`src/design/i2cmes_pkg.sv`:
```
`default_nettype none

package i2cmes_pkg;

    // Status word bit positions
    localparam int unsigned F_SB   = 0;
    localparam int unsigned F_ADDR = 1;
    localparam int unsigned F_BTF  = 2;
    localparam int unsigned F_RXNE = 6;
    localparam int unsigned F_TXE  = 7;
    localparam int unsigned F_BERR = 8;
    localparam int unsigned F_ARLO = 9;
    localparam int unsigned F_AF   = 10;
    localparam int unsigned F_OVR  = 11;

    localparam int unsigned STATUS_W = 12;
    localparam int unsigned LEN_W    = 16;
    localparam int unsigned BYTE_W   = 8;

    // Direction bit of the address byte: read sets it
    localparam logic DIR_READ  = 1'b1;
    localparam logic DIR_WRITE = 1'b0;

    typedef enum logic [1:0] {
        REQ_WRITE = 2'd0,
        REQ_READ  = 2'd1,
        REQ_EVENT = 2'd2,
        REQ_ERROR = 2'd3
    } t_req;

    typedef enum logic [1:0] {
        ST_READY = 2'd0,
        ST_TX    = 2'd1,
        ST_RX    = 2'd2,
        ST_ERROR = 2'd3
    } t_ctrl_state;

    typedef enum logic [2:0] {
        ERR_NONE = 3'd0,
        ERR_BUSY = 3'd1,
        ERR_SB   = 3'd2,
        ERR_AF   = 3'd3,
        ERR_BUS  = 3'd4,
        ERR_ARLO = 3'd5,
        ERR_OVR  = 3'd6
    } t_err;

    typedef enum logic [1:0] {
        ACK_KEEP = 2'd0,
        ACK_ON   = 2'd1,
        ACK_OFF  = 2'd2
    } t_ack;

    typedef struct packed {
        t_req                  req_type;
        logic [BYTE_W-1:0]     dev_addr;
        logic [LEN_W-1:0]      xfer_len;
        logic                  bus_busy;
        logic [STATUS_W-1:0]   status;
        logic [BYTE_W-1:0]     tx_byte;
        logic [BYTE_W-1:0]     rx_byte;
    } t_item;

    typedef struct packed {
        t_ctrl_state           ctrl_state;
        t_err                  last_error;
        logic [BYTE_W-1:0]     target_addr;
        logic [LEN_W-1:0]      bytes_left;
        logic                  irq_on;
    } t_ctx;

    typedef struct packed {
        logic                  accepted;
        logic                  dr_write_valid;
        logic [BYTE_W-1:0]     dr_write_value;
        logic                  gen_start;
        logic                  gen_stop;
        t_ack                  ack_control;
        logic                  rx_valid;
        logic [BYTE_W-1:0]     rx_data;
        logic                  rx_last;
        logic                  irq_enabled;
        t_ctrl_state           state_code;
        t_err                  error_code;
    } t_result;

endpackage

`default_nettype wire

```
`src/design/i2cmes_decode.sv`:
```
`default_nettype none

module i2cmes_decode (
    input  wire i2cmes_pkg::t_item   i_item,
    input  wire i2cmes_pkg::t_ctx    i_ctx,
    output i2cmes_pkg::t_ctx         o_ctx,
    output i2cmes_pkg::t_result      o_res
);

    logic                                 left_nz;
    logic                                 left_one;
    logic                                 left_two;
    logic [i2cmes_pkg::LEN_W-1:0]         left_dec;
    logic [i2cmes_pkg::STATUS_W-1:0]      st;

    assign st       = i_item.status;
    assign left_nz  = (i_ctx.bytes_left != '0);
    assign left_one = (i_ctx.bytes_left == i2cmes_pkg::LEN_W'(1));
    assign left_two = (i_ctx.bytes_left == i2cmes_pkg::LEN_W'(2));
    // Count saturates at zero
    assign left_dec = left_nz ? (i_ctx.bytes_left - i2cmes_pkg::LEN_W'(1)) : i_ctx.bytes_left;

    always_comb begin
        o_ctx = i_ctx;
        o_res = '0;

        unique case (i_item.req_type)
            i2cmes_pkg::REQ_WRITE, i2cmes_pkg::REQ_READ: begin
                if (i_ctx.ctrl_state == i2cmes_pkg::ST_READY) begin
                    if (i_item.bus_busy) begin
                        o_ctx.last_error = i2cmes_pkg::ERR_BUSY;
                    end else begin
                        o_ctx.ctrl_state  = (i_item.req_type == i2cmes_pkg::REQ_READ)
                                            ? i2cmes_pkg::ST_RX : i2cmes_pkg::ST_TX;
                        o_ctx.last_error  = i2cmes_pkg::ERR_NONE;
                        o_ctx.target_addr = i_item.dev_addr;
                        o_ctx.bytes_left  = i_item.xfer_len;
                        o_ctx.irq_on      = 1'b1;
                        o_res.ack_control = (i_item.req_type == i2cmes_pkg::REQ_READ)
                                            ? i2cmes_pkg::ACK_ON : i2cmes_pkg::ACK_KEEP;
                        o_res.gen_start   = 1'b1;
                        o_res.accepted    = 1'b1;
                    end
                end
            end

            i2cmes_pkg::REQ_EVENT: begin
                o_res.accepted = 1'b1;
                if (st[i2cmes_pkg::F_SB]) begin
                    if (i_ctx.ctrl_state == i2cmes_pkg::ST_TX) begin
                        o_res.dr_write_valid = 1'b1;
                        o_res.dr_write_value = {i_ctx.target_addr[i2cmes_pkg::BYTE_W-1:1],
                                                i2cmes_pkg::DIR_WRITE};
                    end else if (i_ctx.ctrl_state == i2cmes_pkg::ST_RX) begin
                        o_res.dr_write_valid = 1'b1;
                        o_res.dr_write_value = {i_ctx.target_addr[i2cmes_pkg::BYTE_W-1:1],
                                                i2cmes_pkg::DIR_READ};
                    end else begin
                        o_ctx.ctrl_state = i2cmes_pkg::ST_ERROR;
                        o_ctx.last_error = i2cmes_pkg::ERR_SB;
                    end
                end else if (st[i2cmes_pkg::F_ADDR]) begin
                    // Single-byte read: NACK and stop right after the address phase
                    if (i_ctx.ctrl_state == i2cmes_pkg::ST_RX && left_one) begin
                        o_res.ack_control = i2cmes_pkg::ACK_OFF;
                        o_res.gen_stop    = 1'b1;
                    end
                end else if (st[i2cmes_pkg::F_TXE] && !st[i2cmes_pkg::F_BTF] &&
                             i_ctx.ctrl_state == i2cmes_pkg::ST_TX) begin
                    if (left_nz) begin
                        o_res.dr_write_valid = 1'b1;
                        o_res.dr_write_value = i_item.tx_byte;
                        o_ctx.bytes_left     = left_dec;
                    end
                end else if (st[i2cmes_pkg::F_BTF]) begin
                    if (i_ctx.ctrl_state == i2cmes_pkg::ST_TX) begin
                        if (left_nz) begin
                            o_res.dr_write_valid = 1'b1;
                            o_res.dr_write_value = i_item.tx_byte;
                            o_ctx.bytes_left     = left_dec;
                        end else begin
                            o_res.gen_stop   = 1'b1;
                            o_ctx.irq_on     = 1'b0;
                            o_ctx.ctrl_state = i2cmes_pkg::ST_READY;
                        end
                    end
                end else if (st[i2cmes_pkg::F_RXNE]) begin
                    if (i_ctx.ctrl_state == i2cmes_pkg::ST_RX) begin
                        o_res.rx_valid   = 1'b1;
                        o_res.rx_data    = i_item.rx_byte;
                        o_ctx.bytes_left = left_dec;
                        if (left_nz && !left_one) begin
                            if (left_two) begin
                                o_res.ack_control = i2cmes_pkg::ACK_OFF;
                                o_res.gen_stop    = 1'b1;
                            end
                        end else begin
                            o_res.rx_last    = 1'b1;
                            o_ctx.ctrl_state = i2cmes_pkg::ST_READY;
                            o_ctx.irq_on     = 1'b0;
                        end
                    end
                end
            end

            i2cmes_pkg::REQ_ERROR: begin
                o_res.accepted = 1'b1;
                if (st[i2cmes_pkg::F_AF]) begin
                    o_res.gen_stop   = 1'b1;
                    o_ctx.ctrl_state = i2cmes_pkg::ST_ERROR;
                    o_ctx.last_error = i2cmes_pkg::ERR_AF;
                end else if (st[i2cmes_pkg::F_BERR]) begin
                    o_ctx.ctrl_state = i2cmes_pkg::ST_ERROR;
                    o_ctx.last_error = i2cmes_pkg::ERR_BUS;
                end else if (st[i2cmes_pkg::F_ARLO]) begin
                    o_ctx.ctrl_state = i2cmes_pkg::ST_ERROR;
                    o_ctx.last_error = i2cmes_pkg::ERR_ARLO;
                end else if (st[i2cmes_pkg::F_OVR]) begin
                    o_ctx.ctrl_state = i2cmes_pkg::ST_ERROR;
                    o_ctx.last_error = i2cmes_pkg::ERR_OVR;
                end
                o_ctx.irq_on = 1'b0;
            end

            default: begin
                o_ctx = i_ctx;
            end
        endcase

        o_res.irq_enabled = o_ctx.irq_on;
        o_res.state_code  = o_ctx.ctrl_state;
        o_res.error_code  = o_ctx.last_error;
    end

endmodule

`default_nettype wire

```
`src/design/i2c_master_event_sequencer.sv`:
```
// Channel   Direction  Handshake                  Payload
// in        sink       i_in_valid / o_in_ready    i_req_type .. i_rx_byte
// out       source     o_out_valid / i_out_ready  o_accepted .. o_error_code
//
// Each item passes an input register, one pass of decode logic and a result
// register; one item per cycle sustained while the receiver takes each result.
// The transfer context (state, error, address, count, irq enable) updates in
// the same cycle the item moves from the input register into the result register.
// Reset (i_rst_n low, synchronous) empties both registers and returns the
// context to ready with no error, zero count and interrupts disabled.
// A stalled result holds the decode stage; the input register then fills and
// o_in_ready drops until the result is taken.
`default_nettype none

module i2c_master_event_sequencer (
    input  wire          i_clk,
    input  wire          i_rst_n,

    input  wire          i_in_valid,
    output logic         o_in_ready,
    input  wire  [1:0]   i_req_type,
    input  wire  [7:0]   i_dev_addr,
    input  wire  [15:0]  i_xfer_len,
    input  wire          i_bus_busy,
    input  wire  [11:0]  i_status,
    input  wire  [7:0]   i_tx_byte,
    input  wire  [7:0]   i_rx_byte,

    output logic         o_out_valid,
    input  wire          i_out_ready,
    output logic         o_accepted,
    output logic         o_dr_write_valid,
    output logic [7:0]   o_dr_write_value,
    output logic         o_gen_start,
    output logic         o_gen_stop,
    output logic [1:0]   o_ack_control,
    output logic         o_rx_valid,
    output logic [7:0]   o_rx_data,
    output logic         o_rx_last,
    output logic         o_irq_enabled,
    output logic [1:0]   o_state_code,
    output logic [2:0]   o_error_code
);

    logic                   r_in_valid;
    i2cmes_pkg::t_item      r_item;
    logic                   r_out_valid;
    i2cmes_pkg::t_result    r_res;
    i2cmes_pkg::t_ctx       r_ctx;

    i2cmes_pkg::t_ctx       n_ctx;
    i2cmes_pkg::t_result    n_res;
    logic                   advance;

    // Move an item into the result register when the result slot is free or drains now
    assign advance    = r_in_valid && (!r_out_valid || i_out_ready);
    assign o_in_ready = !r_in_valid || advance;

    always_ff @(posedge i_clk) begin
        if (!i_rst_n) begin
            r_in_valid <= 1'b0;
        end else if (o_in_ready) begin
            r_in_valid <= i_in_valid;
        end
    end

    always_ff @(posedge i_clk) begin
        if (i_in_valid && o_in_ready) begin
            r_item.req_type <= i2cmes_pkg::t_req'(i_req_type);
            r_item.dev_addr <= i_dev_addr;
            r_item.xfer_len <= i_xfer_len;
            r_item.bus_busy <= i_bus_busy;
            r_item.status   <= i_status;
            r_item.tx_byte  <= i_tx_byte;
            r_item.rx_byte  <= i_rx_byte;
        end
    end

    i2cmes_decode u_decode (
        .i_item (r_item),
        .i_ctx  (r_ctx),
        .o_ctx  (n_ctx),
        .o_res  (n_res)
    );

    // Context register: advance only with an item
    always_ff @(posedge i_clk) begin
        if (!i_rst_n) begin
            r_ctx.ctrl_state  <= i2cmes_pkg::ST_READY;
            r_ctx.last_error  <= i2cmes_pkg::ERR_NONE;
            r_ctx.target_addr <= '0;
            r_ctx.bytes_left  <= '0;
            r_ctx.irq_on      <= 1'b0;
        end else if (advance) begin
            r_ctx <= n_ctx;
        end
    end

    always_ff @(posedge i_clk) begin
        if (!i_rst_n) begin
            r_out_valid <= 1'b0;
        end else if (advance) begin
            r_out_valid <= 1'b1;
        end else if (i_out_ready) begin
            r_out_valid <= 1'b0;
        end
    end

    always_ff @(posedge i_clk) begin
        if (advance) begin
            r_res <= n_res;
        end
    end

    assign o_out_valid      = r_out_valid;
    assign o_accepted       = r_res.accepted;
    assign o_dr_write_valid = r_res.dr_write_valid;
    assign o_dr_write_value = r_res.dr_write_value;
    assign o_gen_start      = r_res.gen_start;
    assign o_gen_stop       = r_res.gen_stop;
    assign o_ack_control    = r_res.ack_control;
    assign o_rx_valid       = r_res.rx_valid;
    assign o_rx_data        = r_res.rx_data;
    assign o_rx_last        = r_res.rx_last;
    assign o_irq_enabled    = r_res.irq_enabled;
    assign o_state_code     = r_res.state_code;
    assign o_error_code     = r_res.error_code;

    // Error state is sticky until reset
    a_error_sticky: assert property (@(posedge i_clk) disable iff (!i_rst_n)
        r_ctx.ctrl_state == i2cmes_pkg::ST_ERROR |=> r_ctx.ctrl_state == i2cmes_pkg::ST_ERROR)
        else $error("error state left without reset");

    // A decoded item always lands in the result register
    a_advance_lands: assert property (@(posedge i_clk) disable iff (!i_rst_n)
        advance |=> r_out_valid)
        else $error("advanced item lost");

    // Last received byte closes the transfer
    a_rx_last_ready: assert property (@(posedge i_clk) disable iff (!i_rst_n)
        (o_out_valid && o_rx_last) |-> (o_state_code == i2cmes_pkg::ST_READY && !o_irq_enabled))
        else $error("last byte without return to ready");

    // A start condition only comes with an accepted request
    a_start_accepted: assert property (@(posedge i_clk) disable iff (!i_rst_n)
        (o_out_valid && o_gen_start) |-> (o_accepted && o_irq_enabled))
        else $error("start without accepted request");

endmodule

`default_nettype wire

```
`config.mk`:
```
export PLATFORM = sky130hd
export DESIGN_NAME = i2c_master_event_sequencer
export DESIGN_NICKNAME = d
export VERILOG_FILES = /design/src/design/i2cmes_pkg.sv /design/src/design/i2cmes_decode.sv /design/src/design/i2c_master_event_sequencer.sv
export SDC_FILE = /design/constraint.sdc
export NUM_CORES = 1
export LEC_CHECK = 0
export BUFFER_PORTS_ARGS = -buffer_cell sky130_fd_sc_hd__buf_2
export CAP_MARGIN = 5
export CORE_ASPECT_RATIO = 1.5
export CORE_MARGIN = 3
export CORE_UTILIZATION = 40
export CTS_CLUSTER_DIAMETER = 200
export DETAILED_ROUTE_END_ITERATION = 16
export PLACE_DENSITY_LB_ADDON = 0.08
export SLEW_MARGIN = 25
export SYNTH_ARGS = -nofsm -noshare
export SYNTH_HDL_FRONTEND = slang
export SYNTH_SLANG_ARGS = --single-unit
```
`constraint.sdc`:
```
create_clock -name i_clk -period 5.1 [get_ports i_clk]
set_clock_uncertainty 0.2 [all_clocks]
set_input_delay 1.02 -clock i_clk [delete_from_list [all_inputs] [get_ports i_clk]]
set_output_delay 1.02 -clock i_clk [all_outputs]
set_load 0.05 [all_outputs]
```
==> flow_summary.yaml, run 1 <==
outcome:
  outcome: "finished, final reports clean"
clocking:
  hold_buffers: 0
  cts_buffers: 9
  root_buffer: "clkbuf_16"
  cts_tree: "done"
  path_clk_slew_ns: 0.07
  post_cts_buffers: 0
  htreeDepth: 3
  ctsResizeCount: 0
  ctsLongestPathBuffers: 2
  clock_latency_ns: 0.35
  clock_sinks: 112
sta:
  finalMaxSlewViolations: 0
  relSlewSlack_pct: 35.2
  tightest_slew_ns: 0.970
  finalHoldViolCount: 0
  rsz0062_at_grt: "false"
  fmax_mhz: 294
  finalSetupViolCount: 0
  min_period_over_period_pct: 66.7
  finalSetupTns_ns: 0
  finalCriticalPeriod_ns: 3.40
yosys:
  synth_cell_types: 56
  yosysWarnings: 0
  synth_ff_type: "edfxtp_1"
  synth_cells: 410
  syn-num-nets: 476
  synthesis.area_um2: 4800
  synth_area_per_cell_um2: 11.7
  ys_seq_elements: 112
  synthArstFlopShare_pct: 0
  ys_seq_area_share_pct: 63.7
  synth_edf_count: 81
hold_path:
  worstHoldStart: "r_ctx[23]"
  hold_class: "flop to flop"
  min_to: "r_ctx[23]"
  hold_depth: 2
final_layout:
  mostFrequentLayoutCells: "86 x buf_2, 81 x edfxtp_1, 40 x nand2_1, 36 x nor2_1, 31 x dfxtp_1"
  finalNonFillerCells: 646
  final_common_cell: "buf_2"
  area_delta_synth_final_pct: 18.4
  drive_above_1_share_pct: 23.6
  num-nets-final: 556
floorplanning:
  die_area_um2: 13400
  chipWidth_um: 95.4
  start_util_pct: 41.4
  io_pins: 91
  num_rows: 48
  die_y_um: 140
  core_um2: 11600
critical_path:
  crit_required_ns: 5.17
  cp-start-kind: "flop"
  path_class: "flop to flop"
  reg2reg_depth: 5
  cp-end-kind: "flop"
  cp.arrival_ns: 3.47
  crit_path_start: "r_item[53]"
  reg2reg_slack_ns: 1.70
  crit_fanout: 16
  r2r-start: "r_item[53]"
  r2r_end: "r_ctx[3]"
drt:
  wl_per_cell_um: 16.6
  vias: 3432
  wirelength_um: 10800
  initialDrtViolationCount: 186
  ant_nets: 0
  vias_per_cell: 5.31
  dr.pass1.iters: 4
  route.detailed.drc: 0
grt:
  grt_max_degree: 36
  antenna_found_initial: 1
  overflow: 0
  grt_use_total_pct: 17.0
  grt_pass1_wl_um: 17600
  grt_pass1_vias: 3381
placed_design:
  hpwlAfterDp_um: 7780
  gp_congestion: 0.812
  dpl.cell_count: 629
  portBuffers: 86
power_and_ir_drop:
  peakVddDrop_v: 0.000192
  p_per_area_nw_per_um2: 348
  power_leakage_nw: 2.13
run:
  drv_cap: 0
==> cells in the mapped netlist, drive strengths merged (4+ instances only) <==
cell    instances  share of area (%)
or3             5               0.78
a22oi          14                2.2
o22ai           7               0.91
nor2b           4               0.52
dfxtp          31                 13
o211ai          6               0.94
o21a            4               0.63
nand2          40                3.1
ha              7                1.8
clkbuf         17                1.3
nand2b          7               0.91
a31oi           6               0.78
nor2           36                2.8
a21boi          8                1.3
and3           11                1.4
edfxtp         81                 51
or4             4               0.78
and2            6               0.78
nor3           12                1.4
o21ai          22                2.3
a21oi          16                1.7
inv            11               0.86
nor4            8                1.3
nand3           9                1.0
==> metal layers <==
layer | wire length (um) | vias up | part of all wire [%] | global-route usage [%]
met5 | 0 | - | 0 | 0
met1 | 4360 | 1613 | 41 | 20.5
met3 | 404 | 12 | 3.8 | 3.12
met4 | 227 | 0 | 2.1 | 6.97
li1 | - | 1721 | - | -
met2 | 5760 | 86 | 54 | 29.4
==> cells by family after synthesis <==
kind of cell               share of synthesized area, %
buffers and inverters                              2.40
and+or+nand+nor                                    16.3
adders and majority gates                          1.83
DFF                                                63.7
AOI/OAI and AO/OA                                  15.8
==> worst max-delay path by stage <==
stage | end | slack, ns | depth (start not counted)
after detailed placement | r_ctx[12] | 1.63 | 5
after CTS | r_ctx[3] | 1.61 | 5
final | r_ctx[3] | 1.70 | 5
after global routing | r_ctx[12] | 1.31 | 5
after global placement | r_ctx[14] | 1.65 | 5
after floorplan | r_item[0] | 1.74 | 3
==> sequential cells by signal (all words and copies together), names as in the netlist, 2 cells and up <==
register / cells
r_item: 51
o_state_code: 2
o_rx_data: 8
r_ctx: 29
o_ack_control: 2
o_error_code: 3
o_dr_write_value: 8
==> per-stage QoR <==
| stage | util (%) | hold slack, ns | cell area, um2 | worst slack (ns) | power [mW] |
|---|---|---|---|---|---|
| final | 49.0 | 0.276 | 5680 | 1.70 | 1.98 |
| after global placement | 46.3 | 0.258 | 5360 | 1.65 | 1.26 |
| after floorplan | - | 0.244 | 4800 | 1.74 | 1.20 |
| after detailed placement | 46.3 | 0.267 | 5370 | 1.63 | 1.27 |
| after global routing | 49.0 | 0.302 | 5680 | 1.31 | 2.06 |
| after CTS | 49.0 | 0.278 | 5680 | 1.61 | 2.00 |
==> critical path, stage by stage (launching register included) <==
cell and delay (ns):
edfxtp_1 0.51, nor4b_2 0.90, nand3_2 0.54, a21oi_2 0.55, nand2_1 0.37, o22ai_1 0.26
==> where the power goes <==
part / internal (mW) / leakage, nW / switching [mW]
sequential: 1.02 / 1.03 / 0.0229
clock: 0.395 / 0.153 / 0.334
combinational: 0.0627 / 0.949 / 0.139
total: 1.48 / 2.13 / 0.496
==> cell type report <==
type                    count  area [um2]
well taps                 150         188
clock inverters             6        81.3
diodes                      1        2.50
multi-input cells         268        1640
clock buffers              10         229
inverters                  11        41.3
fillers                  1058        5910
flip-flops and latches    112        3050
repair buffers             88         445
Note: power is estimated with default switching activity, not from simulation.
==> run 2: changes to the inputs <==
- clock period: 5.1 -> 2.9 ns (I/O delays scaled with it)
==> flow_summary.yaml, run 2 (same netlist as run 1, synthesis figures left out) <==
hold_path:
  min_to: "r_item[2]"
  hold_class: "primary input to flop"
  hold_depth: 1
  worstHoldStart: "i_rx_byte[2]"
final_layout:
  area_delta_synth_final_pct: 19.6
  fin_util_pct: 49.5
  regMostFlops: "r_item"
  largest_reg_flops: 51
  num-nets-final: 568
  multi_input_area_um2: 1640
  antenna_cells: 0
  reg_top3: "r_item (51), r_ctx (29)"
  mostFrequentLayoutCells: "86 x buf_2, 81 x edfxtp_1, 40 x nand2_1, 36 x nor2_1, 31 x dfxtp_1"
  nFillCells: 1089
  seq_area_um2: 3050
  final_common_cell: "buf_2"
  drive_above_1_share_pct: 25.0
clocking:
  post_cts_buffers: 0
  cts_buffers: 9
  ctsResizeCount: 0
  root_buffer: "clkbuf_16"
  clock_latency_ns: 0.34
  ctsLongestPathBuffers: 2
  hold_buffers: 0
  cts_tree: "done"
  path_clk_slew_ns: 0.08
  htreeDepth: 3
  clock_sinks: 112
sta:
  min_period_over_period_pct: 88.7
  finalSetupViolCount: 0
  tightest_slew_ns: 0.702
  finalCriticalPeriod_ns: 2.57
  rsz0062_at_grt: "false"
  fmax_mhz: 389
  setup_slack_ns: 0.327
  finalSetupTns_ns: 0
  relSlewSlack_pct: 53.0
  finalMaxSlewViolations: 0
  whs_ns: 0.201
  finalHoldViolCount: 0
placed_design:
  gp_congestion: 0.891
  portBuffers: 86
  dp_slack_ns: 0.353
  hpwlAfterDp_um: 7780
grt:
  grt_use_total_pct: 17.1
  grt_pass1_wl_um: 17600
  grt_max_degree: 52
  grt_pass1_vias: 3594
  overflow: 0
  antenna_found_initial: 0
critical_path:
  cp-end-kind: "flop"
  critPathTopFamily: "compound AO/OA/AOI/OAI gates"
  path_cells: "inv_1 -> ha_1 -> a221o_1 -> and3_1 -> o21ai_1 -> nor2_1 -> o2bb2ai_1"
  critPathBufInv: 1
  crit_fanout: 8
  r2r_end: "r_ctx[1]"
  cp-start-kind: "flop"
  r2r-start: "r_ctx[28]"
  cpPeakStageDelay_ns: 0.54
  reg2reg_slack_ns: 0.33
  crit_required_ns: 2.93
  crit_slowest_cell: "o21ai_1"
  reg2reg_depth: 7
  path_class: "flop to flop"
  cp.arrival_ns: 2.61
floorplanning:
  start_util_pct: 41.4
  num_rows: 48
  die_y_um: 140
  chipWidth_um: 95.4
  die_area_um2: 13400
  core_um2: 11600
  io_pins: 91
power_and_ir_drop:
  switchingPower_mw: 0.843
  p_per_area_nw_per_um2: 586
  power_leakage_nw: 2.17
  peakVddDrop_v: 0.000256
  p_comb_share_pct: 10.8
  p_seq_share_pct: 54.7
  internal-power_mw: 2.52
  total_power_mw: 3.36
  p_clk_share_pct: 34.5
  swShare_pct: 25.1
drt:
  initialDrtViolationCount: 112
  vias: 3534
  wl_per_cell_um: 16.5
  dr.pass1.iters: 4
  route.detailed.drc: 0
  wirelength_um: 10800
  vias_per_cell: 5.38
  ant_nets: 0
run:
  drv_cap: 0
outcome:
  outcome: "finished, final reports clean"
run 2: metal layers:
layer | vias up | GRT usage (%) | part of all wire, %
met5 | - | 0 | 0
met4 | 0 | 5.62 | 1.9
met3 | 15 | 3.06 | 4.0
met2 | 85 | 31.2 | 54
met1 | 1688 | 19.7 | 40
li1 | 1746 | - | -
run 2: worst max-delay path by stage:
stage | from | to | slack (ns) | cells after the start
after floorplan | o_out_valid | r_ctx[0] | 0.14 | 7
after global placement | r_ctx[28] | r_ctx[1] | 0.38 | 7
after detailed placement | r_ctx[28] | r_ctx[1] | 0.35 | 7
after CTS | r_ctx[28] | r_ctx[4] | 0.33 | 7
after global routing | r_ctx[1] | r_ctx[13] | 0.17 | 7
final | r_ctx[28] | r_ctx[1] | 0.33 | 7
run 2: worst register-to-register path, cell delays in order (launching register included):
cell and delay [ns]:
dfxtp_1 0.40, inv_1 0.09, ha_1 0.28, a221o_1 0.42
and3_1 0.28, o21ai_1 0.54, nor2_1 0.11, o2bb2ai_1 0.14
run 2: final cells by class:
| class | instances | area share (%) |
|---|---|---|
| flip-flops and latches | 112 | 53.2 |
| multi-input cells | 268 | 28.5 |
| repair buffers | 100 | 9.34 |
| clock buffers | 11 | 4.06 |
| well taps | 150 | 3.27 |
| clock inverters | 5 | 0.851 |
| inverters | 11 | 0.720 |
run 2: through the flow:
stage / instances / instance area (um2)
after floorplan: 410 / 4800
after global placement: 641 / 5450
after detailed placement: 641 / 5450
after CTS: 657 / 5730
after global routing: 657 / 5730
final: 657 / 5730
run 2: power groups by stage:
stage | Clock (mW) | Combinational (mW) | Sequential, mW
detailed placement | 0 | 0.365 | 1.87
global route | 1.28 | 0.400 | 1.85
finish | 1.16 | 0.364 | 1.84
CTS | 1.19 | 0.367 | 1.84
floorplan | 0 | 0.175 | 1.94
global placement | 0 | 0.361 | 1.87
